**src/hdl/vrbb_pkg.sv**
```systemverilog
// Package with the shared types and constants of the visible region bounding box block.
`timescale 1ns / 1ps

package vrbb_pkg;

  localparam int DEFAULT_MAX_DIMENSION = 4096;

  localparam int CFG_INDEX_W = 3;
  localparam int CFG_DATA_W  = 13;
  localparam int DIM_CFG_W   = 13;
  localparam int LEVEL_W     = 8;

  localparam int OUT_POS_W  = 12;
  localparam int OUT_SIZE_W = 13;

  localparam int RESET_IMAGE_WIDTH     = 640;
  localparam int RESET_IMAGE_HEIGHT    = 480;
  localparam int RESET_ALPHA_THRESHOLD = 16;
  localparam int RESET_LEVEL_THRESHOLD = 14;
  localparam int RESET_MARGIN          = 4;

  typedef enum logic [CFG_INDEX_W-1:0] {
    CFG_IMAGE_WIDTH     = 3'd0,
    CFG_IMAGE_HEIGHT    = 3'd1,
    CFG_ALPHA_THRESHOLD = 3'd2,
    CFG_LEVEL_THRESHOLD = 3'd3,
    CFG_MARGIN          = 3'd4
  } cfg_index_t;

  typedef struct packed {
    logic [LEVEL_W-1:0] red;
    logic [LEVEL_W-1:0] green;
    logic [LEVEL_W-1:0] blue;
    logic [LEVEL_W-1:0] alpha;
  } pixel_t;

  typedef struct packed {
    logic                  found;
    logic [OUT_POS_W-1:0]  box_left;
    logic [OUT_POS_W-1:0]  box_top;
    logic [OUT_SIZE_W-1:0] box_width;
    logic [OUT_SIZE_W-1:0] box_height;
  } box_result_t;

endpackage

```
**src/hdl/vrbb_finish.sv**
```systemverilog
// Pads the tracked box by the margin, clamps it to the image and forms the result word.
`timescale 1ns / 1ps

module vrbb_finish
  import vrbb_pkg::*;
#(
  parameter int MAX_DIMENSION = DEFAULT_MAX_DIMENSION
) (
  input  logic                                  any_visible,
  input  logic [$clog2(MAX_DIMENSION)-1:0]      least_column,
  input  logic [$clog2(MAX_DIMENSION)-1:0]      greatest_column,
  input  logic [$clog2(MAX_DIMENSION)-1:0]      least_row,
  input  logic [$clog2(MAX_DIMENSION)-1:0]      greatest_row,
  input  logic [$clog2(MAX_DIMENSION):0]        width_eff,
  input  logic [$clog2(MAX_DIMENSION):0]        height_eff,
  input  logic [LEVEL_W-1:0]                    margin,
  output box_result_t                           result
);

  localparam int CW = $clog2(MAX_DIMENSION);
  localparam int DW = CW + 1;
  // Wide enough for a coordinate plus the margin without overflow.
  localparam int PW = ((CW > LEVEL_W) ? CW : LEVEL_W) + 1;

  logic [PW-1:0] margin_ext;
  logic [PW-1:0] right_sum;
  logic [PW-1:0] bottom_sum;
  logic [CW-1:0] left;
  logic [CW-1:0] top;
  logic [CW-1:0] right;
  logic [CW-1:0] bottom;
  logic [DW-1:0] box_w;
  logic [DW-1:0] box_h;

  assign margin_ext = PW'(margin);
  assign right_sum  = PW'(greatest_column) + margin_ext;
  assign bottom_sum = PW'(greatest_row) + margin_ext;

  always_comb begin
    left   = (PW'(least_column) > margin_ext) ? CW'(PW'(least_column) - margin_ext) : '0;
    top    = (PW'(least_row) > margin_ext) ? CW'(PW'(least_row) - margin_ext) : '0;
    right  = (right_sum < PW'(width_eff)) ? CW'(right_sum) : CW'(width_eff - DW'(1));
    bottom = (bottom_sum < PW'(height_eff)) ? CW'(bottom_sum) : CW'(height_eff - DW'(1));
    box_w  = DW'(right) - DW'(left) + DW'(1);
    box_h  = DW'(bottom) - DW'(top) + DW'(1);

    if (any_visible) begin
      result.found      = 1'b1;
      result.box_left   = OUT_POS_W'(left);
      result.box_top    = OUT_POS_W'(top);
      result.box_width  = OUT_SIZE_W'(box_w);
      result.box_height = OUT_SIZE_W'(box_h);
    end else begin
      result.found      = 1'b0;
      result.box_left   = '0;
      result.box_top    = '0;
      result.box_width  = OUT_SIZE_W'(width_eff);
      result.box_height = OUT_SIZE_W'(height_eff);
    end
  end

endmodule

```
**src/hdl/visible_region_bounding_box_top.sv**
```systemverilog
// Top level of the visible region bounding box block.
//
//   Port group | Direction | Word          | Handshake
//   in_        | input     | pixel_t       | in_valid / in_ready
//   out_       | output    | box_result_t  | out_valid / out_ready
//   cfg_       | input     | 13-bit data   | cfg_we, no wait
//
// One pixel is accepted per clock while the input is not stalled. Each pixel
// passes an input register and then updates the box trackers; the last pixel
// of an image loads the result register at that same edge, so its result
// word is valid once that pixel has passed the input and result registers.
// A held result stalls the input only when the next image's last pixel
// needs the result register. rst_n is synchronous and restores the register
// reset values; writing the width or height restarts the current image.
`timescale 1ns / 1ps

module visible_region_bounding_box_top
  import vrbb_pkg::*;
#(
  parameter int MAX_DIMENSION = DEFAULT_MAX_DIMENSION
) (
  input  logic                   clk,
  input  logic                   rst_n,

  input  logic                   in_valid,
  output logic                   in_ready,
  input  pixel_t                 in_data,

  output logic                   out_valid,
  input  logic                   out_ready,
  output box_result_t            out_data,

  input  logic                   cfg_we,
  input  logic [CFG_INDEX_W-1:0] cfg_index,
  input  logic [CFG_DATA_W-1:0]  cfg_data
);

  localparam int CW = $clog2(MAX_DIMENSION);
  localparam int DW = CW + 1;
  localparam int EW = (DW > DIM_CFG_W) ? DW : DIM_CFG_W;
  localparam int RST_W = (RESET_IMAGE_WIDTH > MAX_DIMENSION) ?
                         MAX_DIMENSION : RESET_IMAGE_WIDTH;
  localparam int RST_H = (RESET_IMAGE_HEIGHT > MAX_DIMENSION) ?
                         MAX_DIMENSION : RESET_IMAGE_HEIGHT;

  // Zero acts as one, anything above the maximum acts as the maximum.
  function automatic logic [DW-1:0] eff_dim(input logic [DIM_CFG_W-1:0] v);
    logic [EW-1:0] ve;
    ve = EW'(v);
    if (ve == '0) begin
      eff_dim = DW'(1);
    end else if (ve > EW'(MAX_DIMENSION)) begin
      eff_dim = DW'(MAX_DIMENSION);
    end else begin
      eff_dim = DW'(ve);
    end
  endfunction

  // Configuration
  logic [DW-1:0]      width_eff_r;
  logic [DW-1:0]      height_eff_r;
  logic [LEVEL_W-1:0] alpha_thr_r;
  logic [LEVEL_W-1:0] level_thr_r;
  logic [LEVEL_W-1:0] margin_r;
  logic               restart;

  always_ff @(posedge clk) begin
    if (!rst_n) begin
      width_eff_r  <= DW'(RST_W);
      height_eff_r <= DW'(RST_H);
      alpha_thr_r  <= LEVEL_W'(RESET_ALPHA_THRESHOLD);
      level_thr_r  <= LEVEL_W'(RESET_LEVEL_THRESHOLD);
      margin_r     <= LEVEL_W'(RESET_MARGIN);
    end else if (cfg_we) begin
      case (cfg_index)
        CFG_IMAGE_WIDTH:     width_eff_r  <= eff_dim(cfg_data);
        CFG_IMAGE_HEIGHT:    height_eff_r <= eff_dim(cfg_data);
        CFG_ALPHA_THRESHOLD: alpha_thr_r  <= cfg_data[LEVEL_W-1:0];
        CFG_LEVEL_THRESHOLD: level_thr_r  <= cfg_data[LEVEL_W-1:0];
        CFG_MARGIN:          margin_r     <= cfg_data[LEVEL_W-1:0];
        default: ;
      endcase
    end
  end

  assign restart = cfg_we && ((cfg_index == CFG_IMAGE_WIDTH) ||
                              (cfg_index == CFG_IMAGE_HEIGHT));

  // Input register
  pixel_t pix_r;
  logic   pix_valid_r;
  logic   pix_last;
  logic   advance;
  logic   out_free;

  logic [CW-1:0] col_r, row_r;
  logic [CW-1:0] lc_r, gc_r, lr_r, gr_r;
  logic          any_r;
  logic [CW-1:0] col_nxt, row_nxt;
  logic [CW-1:0] lc_nxt, gc_nxt, lr_nxt, gr_nxt;
  logic          any_nxt;
  logic [CW-1:0] width_m1;
  logic [CW-1:0] height_m1;
  logic [LEVEL_W-1:0] rg_max;
  logic [LEVEL_W-1:0] rgb_max;
  logic          visible;
  box_result_t   result;

  logic          out_valid_r;
  box_result_t   out_data_r;

  assign width_m1  = CW'(width_eff_r - DW'(1));
  assign height_m1 = CW'(height_eff_r - DW'(1));
  assign pix_last  = (col_r == width_m1) && (row_r == height_m1);
  assign out_free  = !out_valid_r || out_ready;
  assign advance   = pix_valid_r && (!pix_last || out_free);
  assign in_ready  = !pix_valid_r || advance;

  always_ff @(posedge clk) begin
    if (!rst_n) begin
      pix_valid_r <= 1'b0;
    end else if (in_ready) begin
      pix_valid_r <= in_valid;
    end
  end

  always_ff @(posedge clk) begin
    if (in_ready && in_valid) begin
      pix_r <= in_data;
    end
  end

  // Tracker update for the word in the input register
  assign rg_max  = (pix_r.green > pix_r.red) ? pix_r.green : pix_r.red;
  assign rgb_max = (pix_r.blue > rg_max) ? pix_r.blue : rg_max;
  assign visible = (pix_r.alpha > alpha_thr_r) && (rgb_max > level_thr_r);

  always_comb begin
    lc_nxt  = lc_r;
    gc_nxt  = gc_r;
    lr_nxt  = lr_r;
    gr_nxt  = gr_r;
    any_nxt = any_r;
    if (visible) begin
      any_nxt = 1'b1;
      if (!any_r) begin
        lc_nxt = col_r;
        gc_nxt = col_r;
        lr_nxt = row_r;
        gr_nxt = row_r;
      end else begin
        if (col_r < lc_r) lc_nxt = col_r;
        if (col_r > gc_r) gc_nxt = col_r;
        if (row_r < lr_r) lr_nxt = row_r;
        if (row_r > gr_r) gr_nxt = row_r;
      end
    end
    if (col_r == width_m1) begin
      col_nxt = '0;
      row_nxt = (row_r == height_m1) ? '0 : row_r + CW'(1);
    end else begin
      col_nxt = col_r + CW'(1);
      row_nxt = row_r;
    end
  end

  vrbb_finish #(
    .MAX_DIMENSION(MAX_DIMENSION)
  ) u_finish (
    .any_visible     (any_nxt),
    .least_column    (lc_nxt),
    .greatest_column (gc_nxt),
    .least_row       (lr_nxt),
    .greatest_row    (gr_nxt),
    .width_eff       (width_eff_r),
    .height_eff      (height_eff_r),
    .margin          (margin_r),
    .result          (result)
  );

  always_ff @(posedge clk) begin
    if (!rst_n || restart) begin
      col_r <= '0;
      row_r <= '0;
      lc_r  <= '0;
      gc_r  <= '0;
      lr_r  <= '0;
      gr_r  <= '0;
      any_r <= 1'b0;
    end else if (advance) begin
      col_r <= col_nxt;
      row_r <= row_nxt;
      if (pix_last) begin
        lc_r  <= '0;
        gc_r  <= '0;
        lr_r  <= '0;
        gr_r  <= '0;
        any_r <= 1'b0;
      end else begin
        lc_r  <= lc_nxt;
        gc_r  <= gc_nxt;
        lr_r  <= lr_nxt;
        gr_r  <= gr_nxt;
        any_r <= any_nxt;
      end
    end
  end

  // Result register
  always_ff @(posedge clk) begin
    if (!rst_n) begin
      out_valid_r <= 1'b0;
    end else if (advance && pix_last) begin
      out_valid_r <= 1'b1;
    end else if (out_ready) begin
      out_valid_r <= 1'b0;
    end
  end

  always_ff @(posedge clk) begin
    if (advance && pix_last) begin
      out_data_r <= result;
    end
  end

  assign out_valid = out_valid_r;
  assign out_data  = out_data_r;

endmodule
```
**config.mk**
```make
export PLATFORM = sky130hd
export DESIGN_NAME = visible_region_bounding_box_top
export DESIGN_NICKNAME = d
export VERILOG_FILES = /design/src/hdl/vrbb_pkg.sv /design/src/hdl/vrbb_finish.sv /design/src/hdl/visible_region_bounding_box_top.sv
export SDC_FILE = /design/constraint.sdc
export NUM_CORES = 1
export LEC_CHECK = 0
export BUFFER_PORTS_ARGS = -buffer_cell sky130_fd_sc_hd__buf_2
export CAP_MARGIN = 20
export CORE_AREA = 4 4 255 257
export DETAILED_ROUTE_END_ITERATION = 7
export DIE_AREA = 0 0 259 261
export GPL_TIMING_DRIVEN = 1
export SLEW_MARGIN = 15
export SYNTH_ARGS = -nofsm -noshare
export SYNTH_HDL_FRONTEND = slang
export SYNTH_HIERARCHICAL = 1
export SYNTH_SLANG_ARGS = --single-unit
```
**constraint.sdc**
```tcl
create_clock -name clk -period 12.1 [get_ports clk]
set_input_delay 0 -clock clk [delete_from_list [all_inputs] [get_ports clk]]
set_output_delay 0 -clock clk [all_outputs]
set_load 0.05 [all_outputs]
```
==> results of run 1 <==
==> per-layer routing <==
metal	share of wire (%)	wire, um	vias up
met5	0	0	-
met4	3.5	1564	0
met3	5.4	2423	90
met2	47	20980	343
met1	44	19630	6338
li1	-	-	6522
==> through the flow <==
step / cells / hold slack, ps / utilization (%) / area [sq um]
floorplan: 1716 / 98.87 / - / 15520
global placement: 2631 / 176.6 / 27.11 / 17010
detailed placement: 2631 / 178.1 / 27.11 / 17010
CTS: 2730 / 6.313 / 29.36 / 18420
global route: 2731 / 38.21 / 29.43 / 18460
finish: 2731 / 25.57 / 29.43 / 18460
==> layout by cell type, fill, tap and decap left out, types with 9 or more instances in the layout <==
cell type,netlist,final
a211o_1,9,9
a211oi_1,16,15
a21boi_0,40,40
a21o_1,31,31
a21oi_1,81,81
a22o_1,51,51
a31oi_1,11,10
and2_1,10,10
and3_1,32,31
buf_2,8,105
buf_4,6,23
clkbuf_16,0,27
dfxtp_1,125,125
dlygate4sd3_1,0,55
edfxtp_1,83,83
ha_1,186,186
inv_1,159,159
mux2_2,61,61
mux2i_1,29,29
nand2_1,170,170
nand2b_1,18,18
nand3_1,33,32
nand4_1,24,24
nor2_1,85,85
nor2b_1,32,32
nor3_1,21,21
nor4_1,12,12
o211ai_1,20,20
o21a_1,18,18
o21ai_0,69,69
o31ai_1,15,15
or2_2,9,9
or3_1,9,9
or4_1,11,11
xnor2_1,69,69
xor2_1,25,25
==> final cells by class <==
cell class	instances	area (sq um)	area share, %
timing repair buffer	184	1276	6.913
clock buffer	34	747.0	4.046
multi-input combinational	1290	9673	52.40
inverter	159	596.8	3.233
clock inverter	10	115.1	0.6235
tap	846	1059	5.734
sequential	208	4995	27.06
==> path summary, 6_finish.rpt <==
path                                from  slack, ps                          end
max reg2reg          pix_r[17]$_DFFE_PP_       1030       out_data[11]$_DFFE_PP_
min                         cfg_index[2]         30     margin_r[2]$_SDFFE_PN1P_
min reg2reg  alpha_thr_r[2]$_SDFFE_PN0P_        460  alpha_thr_r[2]$_SDFFE_PN0P_
max                  pix_r[17]$_DFFE_PP_       1030       out_data[11]$_DFFE_PP_
==> what timing repair did <==
action	in CTS	in global routing
buffers inserted	0	0
setup endpoints to repair	0	11
hold endpoints to repair	81	0
hold buffers	55	0
gates resized for setup	0	4
==> registers in the layout, indices dropped and copies added (netlist names) <==
signal        flops
alpha_thr_r       8
any_r             1
col_r            12
gc_r             12
gr_r             12
height_eff_r     13
lc_r             12
level_thr_r       8
lr_r             12
margin_r          8
out_data         51
out_valid         1
pix_r            32
pix_valid_r       1
row_r            12
width_eff_r      13
==> logic make-up (layout without fill, tap and decap cells) <==
logic type | count (synthesis) | count (layout) | share of synthesized area (%)
xor+xnor | 94 | 94 | 5.304
simple gates | 494 | 494 | 15.94
flops | 208 | 208 | 32.18
compound gates | 420 | 420 | 18.77
mux | 90 | 90 | 6.296
fa+ha+maj | 192 | 192 | 15.77
buf+inv | 218 | 387 | 5.740
==> worst reg2reg max path: cells and delay by family, from the launching register on <==
family | cells | cell delay (ps)
flops | 1 | 420
mux | 5 | 1370
fa+ha+maj | 9 | 2590
compound gates | 26 | 4950
simple gates | 6 | 870
buf+inv | 4 | 560
==> power groups by stage <==
stage	registers, mW	logic, mW	clock network, mW
4_1_cts	0.763	0.346	0.806
3_5_place_dp	0.778	0.332	0
5_1_grt	0.764	0.389	0.833
6_report	0.763	0.348	0.786
3_3_place_gp	0.778	0.324	0
2_1_floorplan	0.773	0.247	0
==> results.md, run 1 <==
* Fin. Hold Viols at 0
* LEAKAGE at 7.647 nW
* CTS buffer count at 24
* Most frequent cell after synthesis: ha_1
* HPWL Detailed at between 30 and 40 mm
* GRT met2 Usage at between 20 and 25%
* Yosys top cell area share at about 16%
* Sw power at about 530 uW
* Part of the power in registers at between 40% and 50%
* Mapped Cells at roughly 1,700
* Status: finished, final reports clean
* Syn_nets at between 1,500 and 2,000
* Initial core utilization at about 25%
* CP bufs+invs at 4
* Vias in the first global route at about 13,000
* Grt ovf at 0
* Reg2reg path depth at 50
* Final ANT Viol Nets at 0
* DRC at 0
* DR pass1 iterations at 5
* Main area contributors after synthesis: dfxtp_1 16%, edfxtp_1 16%, ha_1 15%
* Reg clk slew, reported paths at about 60 ps
* Final Worst Setup Slack at between 1000 and 1500 ps
* GR peak layer: met2
* Netlist cell types at 81
* Initial DRC Count at roughly 660
* Startpoint types: flip-flop
* Die area at around 68,000 sq um
* Power per cell area at 102.8 nW/um^2
* Post-Syn Area at approximately 16,000 sq um
* Critical Path End Type: flip-flop
* Clock skew at roughly 35 ps
* Initial antenna violation count at 0
* Post-Route WL at about 45 mm
* Commonest cells in the netlist: 186 x ha_1, 170 x nand2_1, 159 x inv_1, 125 x dfxtp_1, 85 x nor2_1
* VDD IR max at between 0.1 and 0.15 mV
* Cell Rows at 92
* Routability Congestion at roughly 0.9
* Fillers at between 6,000 and 7,000
* Net count, final at ~2,100
* Final period utilization at 91.51%
* Clock root buffer: clkbuf_16
* Worst skew pair latency at around 560 ps
* CP Data Arrival Time at between 10,000 and 15,000 ps
* Clk pwr share at 41.4%
* Ys async rst share at 0%
* Total Neg Setup Slack at 0 ps
* Crit path depth at 50
* P_int at ~1.4 mW
* Worst slew margin at 31.72%
* Max-Cap Viols at 0
* WP data required at 12,370 ps
* IO Count at 106
* Final setup vio count at 0
* Largest net degree at the start of global routing at 55
* Per-cell routed wire length at roughly 16 um
* GRT Total Usage at approximately 13%
* Switching portion of total power at roughly 28%
* Most Frequent Cell on Critical Path: ha_1
* Total power at 1.898 mW
* Post-synth EDFFs at between 80 and 90
* Main synth FF type: dfxtp_1
* CP top delay family: compound AO/OA/AOI/OAI gates
* Area Growth Syn to Fin at 18.94%
* Worst hold path depth at 4
* PortBufs at ~110
* RSZ-0062 raised after global routing: false
* YS warnings at 6
* Fraction of layout cells with a size suffix above 1 at approximately 14%
* Syn Area/Cell at roughly 9.0 sq um
* Final-report max-slew violation count at 0
* Global-route wire length before repair at around 70 mm
* Slowest CP cell: fa_1
* # H-tree levels at 1
* Worst hold path type: input pin to flip-flop
* Die width at 259 um
* Via count at 13,290
* Kind of critical path: flip-flop to flip-flop
* Ant. Diodes at 0
* Worst slew pin tran at approximately 1000 ps
* Total clock sinks at 208
* Clock buffer depth at 3
* Crit-path max cell delay at approximately 430 ps
* Share of total power in combinational logic at between 10% and 20%
* Fmax at between 90 and 100 MHz
* CTS tree: yes
* Post-synth top area cell: dfxtp_1
* Crit path time final at around 11,000 ps
* Crit-path max FO at 12
* Synth Register Bits at about 210
* Die Ht at 261 um
* Met3 Track Usage GR at about 2.2%
* Dpl ws at about 420 ps
* Number of vias per cell at a little under 5
* GRT met1 Usage at about 16%
* Core Region at ~63,000 sq um
* Sequential share of the synthesized area at around a third
Note: power is estimated with default switching activity, not from simulation.
==> inputs of run 2 (changes only) <==
--- a/config.mk
+++ b/config.mk
@@ -11,6 +11,7 @@
 export DETAILED_ROUTE_END_ITERATION = 7
 export DIE_AREA = 0 0 259 261
 export GPL_TIMING_DRIVEN = 1
+export PLACE_DENSITY_LB_ADDON = 0.12
 export SLEW_MARGIN = 15
 export SYNTH_ARGS = -nofsm -noshare
 export SYNTH_HDL_FRONTEND = slang
==> results.md, run 2 (synthesis gave the netlist of run 1 again) <==
* Status: finished, final reports clean
* DR pass1 iterations at 5
* Worst hold path type: input pin to flip-flop
* Clock buffer depth at 3
* Share of total power in combinational logic at between 10% and 20%
* Slowest CP cell: fa_1
* CP Data Arrival Time at around 11,000 ps
* PortBufs at about 110
* Power per cell area at 107.3 nW/um^2
* Final ANT Viol Nets at 0
* Core Region at around 63,000 sq um
* Per-cell routed wire length at ~18 um
* Final period utilization at ~90%
* Crit path time final at 11,060 ps
* Most common cell after layout, fill and taps aside: ha_1
* Global-route wire length before repair at about 80 mm
* Fraction of layout cells with a size suffix above 1 at around 15%
* Startpoint types: flip-flop
* Via count at approximately 13,000
* GRT Total Usage at ~15%
* # H-tree levels at 1
* Ant. Diodes at 0
* Met3 Track Usage GR at under 10%
* Clock skew at roughly 15 ps
* Die Ht at ~260 um
* Most Frequent Cell on Critical Path: ha_1
* Commonest cells after routing, fill and taps aside: 186 x ha_1, 170 x nand2_1, 159 x inv_1
* Max reg flops at 51
* Area Growth Syn to Fin at 20.75%
* Total Neg Setup Slack at 0 ps
* R2R setup slack at around 1000 ps
* Final Cell Area at between 15,000 and 20,000 sq um
* P_int at 1.440 mW
* Initial antenna violation count at 1
* GR peak layer: met2
* LEAKAGE at 7.801 nW
* Routability Congestion at 0.8503
* Die width at 259 um
* Max-Cap Viols at 0
* Number of vias per cell at ~4.8
* Reg2reg path depth at around 50
* Critical path launch point: pix_r[17]$_DFFE_PP_
* Post-Route WL at around 51 mm
* Initial DRC Count at about 650
* Fmax at just over 90 MHz
* HP Start: rst_n
* GRT met1 Usage at 18.95%
* Largest net degree at the start of global routing at 55
* Fillers at between 6,000 and 7,000
* Die area at 67,600 sq um
* Crit-path max cell delay at ~430 ps
* Net count, final at 2,136
* Part of the power in registers at a little under two fifths
* HPWL Detailed at 39.63 mm
* Clk pwr share at 44.5%
* Fin. Hold Viols at 0
* Worst slew pin tran at about 1000 ps
* Kind of critical path: flip-flop to flip-flop
* RSZ-0062 raised after global routing: false
* Hold Path Sink: margin_r[2]$_SDFFE_PN1P_
* Reg-to-Reg End: out_data[11]$_DFFE_PP_
* Critical Path End Type: flip-flop
* Vias in the first global route at 13,440
* DRC at 0
* Clock root buffer: clkbuf_16
* Reg clk slew, reported paths at around 60 ps
* Total clock sinks at between 200 and 250
* Grt ovf at 0
* Placed Area at between 15,000 and 20,000 sq um
* Switching portion of total power at 28.37%
* IO Count at ~110
* Worst skew pair latency at 580 ps
* CTS tree: yes
* GRT met2 Usage at roughly a quarter
* CTS buffer count at 28
* VDD IR max at just under 0.1 mV
* Final-report max-slew violation count at 0
* Reg2Reg Launch Point: pix_r[17]$_DFFE_PP_
* Worst hold path depth at 2
* Sw power at between 500 and 600 uW
* Final setup vio count at 0
* Worst slew margin at around 33%
* Cell Rows at 92
* WP data required at ~12,000 ps
* Crit-path max FO at 12
* Initial core utilization at roughly a quarter
==> run 2: cell types whose count changed in the layout (fill, tap and decap cells not counted), moves of 2 or more <==
cell | before | now
o21ai_2 | 4 | 2
clkinv_1 | 0 | 4
clkbuf_16 | 27 | 31
clkinv_2 | 5 | 3
clkinv_4 | 0 | 2
dlygate4sd3_1 | 55 | 59
o21ai_1 | 7 | 10
buf_4 | 23 | 40
==> run 2: worst max-delay path by stage <==
stage                                         to
final                     out_data[11]$_DFFE_PP_
after global routing      out_data[11]$_DFFE_PP_
after CTS                 out_data[11]$_DFFE_PP_
after detailed placement  out_data[11]$_DFFE_PP_
after global placement    out_data[11]$_DFFE_PP_
after floorplan           out_data[24]$_DFFE_PP_
==> run 2: what timing repair did <==
item / CTS / global route
hold endpoints to repair: 85 / 0
setup buffers: 0 / 0
endpoints found under the setup margin: 0 / 9
hold buffers: 59 / 0
gates resized for setup: 0 / 3
==> run 2: power by group through the flow <==
stage | Clock, mW | Combinational [mW] | Sequential, mW
2_1_floorplan | 0 | 0.247 | 0.773
3_3_place_gp | 0 | 0.337 | 0.779
3_5_place_dp | 0 | 0.340 | 0.779
4_1_cts | 0.928 | 0.356 | 0.764
5_1_grt | 0.956 | 0.399 | 0.765
6_report | 0.895 | 0.353 | 0.764
==> run 2: per-layer routing <==
layer  share of wire (%)  wire length [um]
met3                 3.6              1852
met4                 3.7              1909
met1                  45             22840
met5                   0                 0
met2                  48             24380
==> run 2: cell type report <==
cell class,count,area (sq um),share of cell area (%)
multi-input cells,1290,9671,51.60
clock buffers,36,824.5,4.399
inverters,159,596.8,3.184
flip-flops and latches,208,4995,26.65
repair buffers,204,1416,7.557
clock inverters,16,180.2,0.9613
well taps,846,1059,5.648
==> run 2: worst max-delay path, delay by kind of cell, from the launching register on <==
family / cells / cell delay [ps]
buffers and inverters: 5 / 810
AND/OR/NAND/NOR: 6 / 840
multiplexers: 5 / 1430
adder cells (fa/ha/maj): 9 / 2470
flip-flops: 1 / 390
AO/OA/AOI/OAI: 26 / 4860
==> run 2: per-stage QoR <==
stage / cells / hold WS (ps) / worst slack, ps / util [%] / total power [mW]
6_report: 2759 / 89.44 / 1044 / 29.87 / 2.011
5_1_grt: 2759 / 115.9 / 54.40 / 29.87 / 2.119
4_1_cts: 2758 / 69.73 / 338.6 / 29.84 / 2.048
3_5_place_dp: 2647 / 178.1 / 412.3 / 27.30 / 1.119
3_3_place_gp: 2646 / 176.7 / 647.1 / 27.29 / 1.117
2_1_floorplan: 1716 / 98.87 / 1314 / - / 1.020
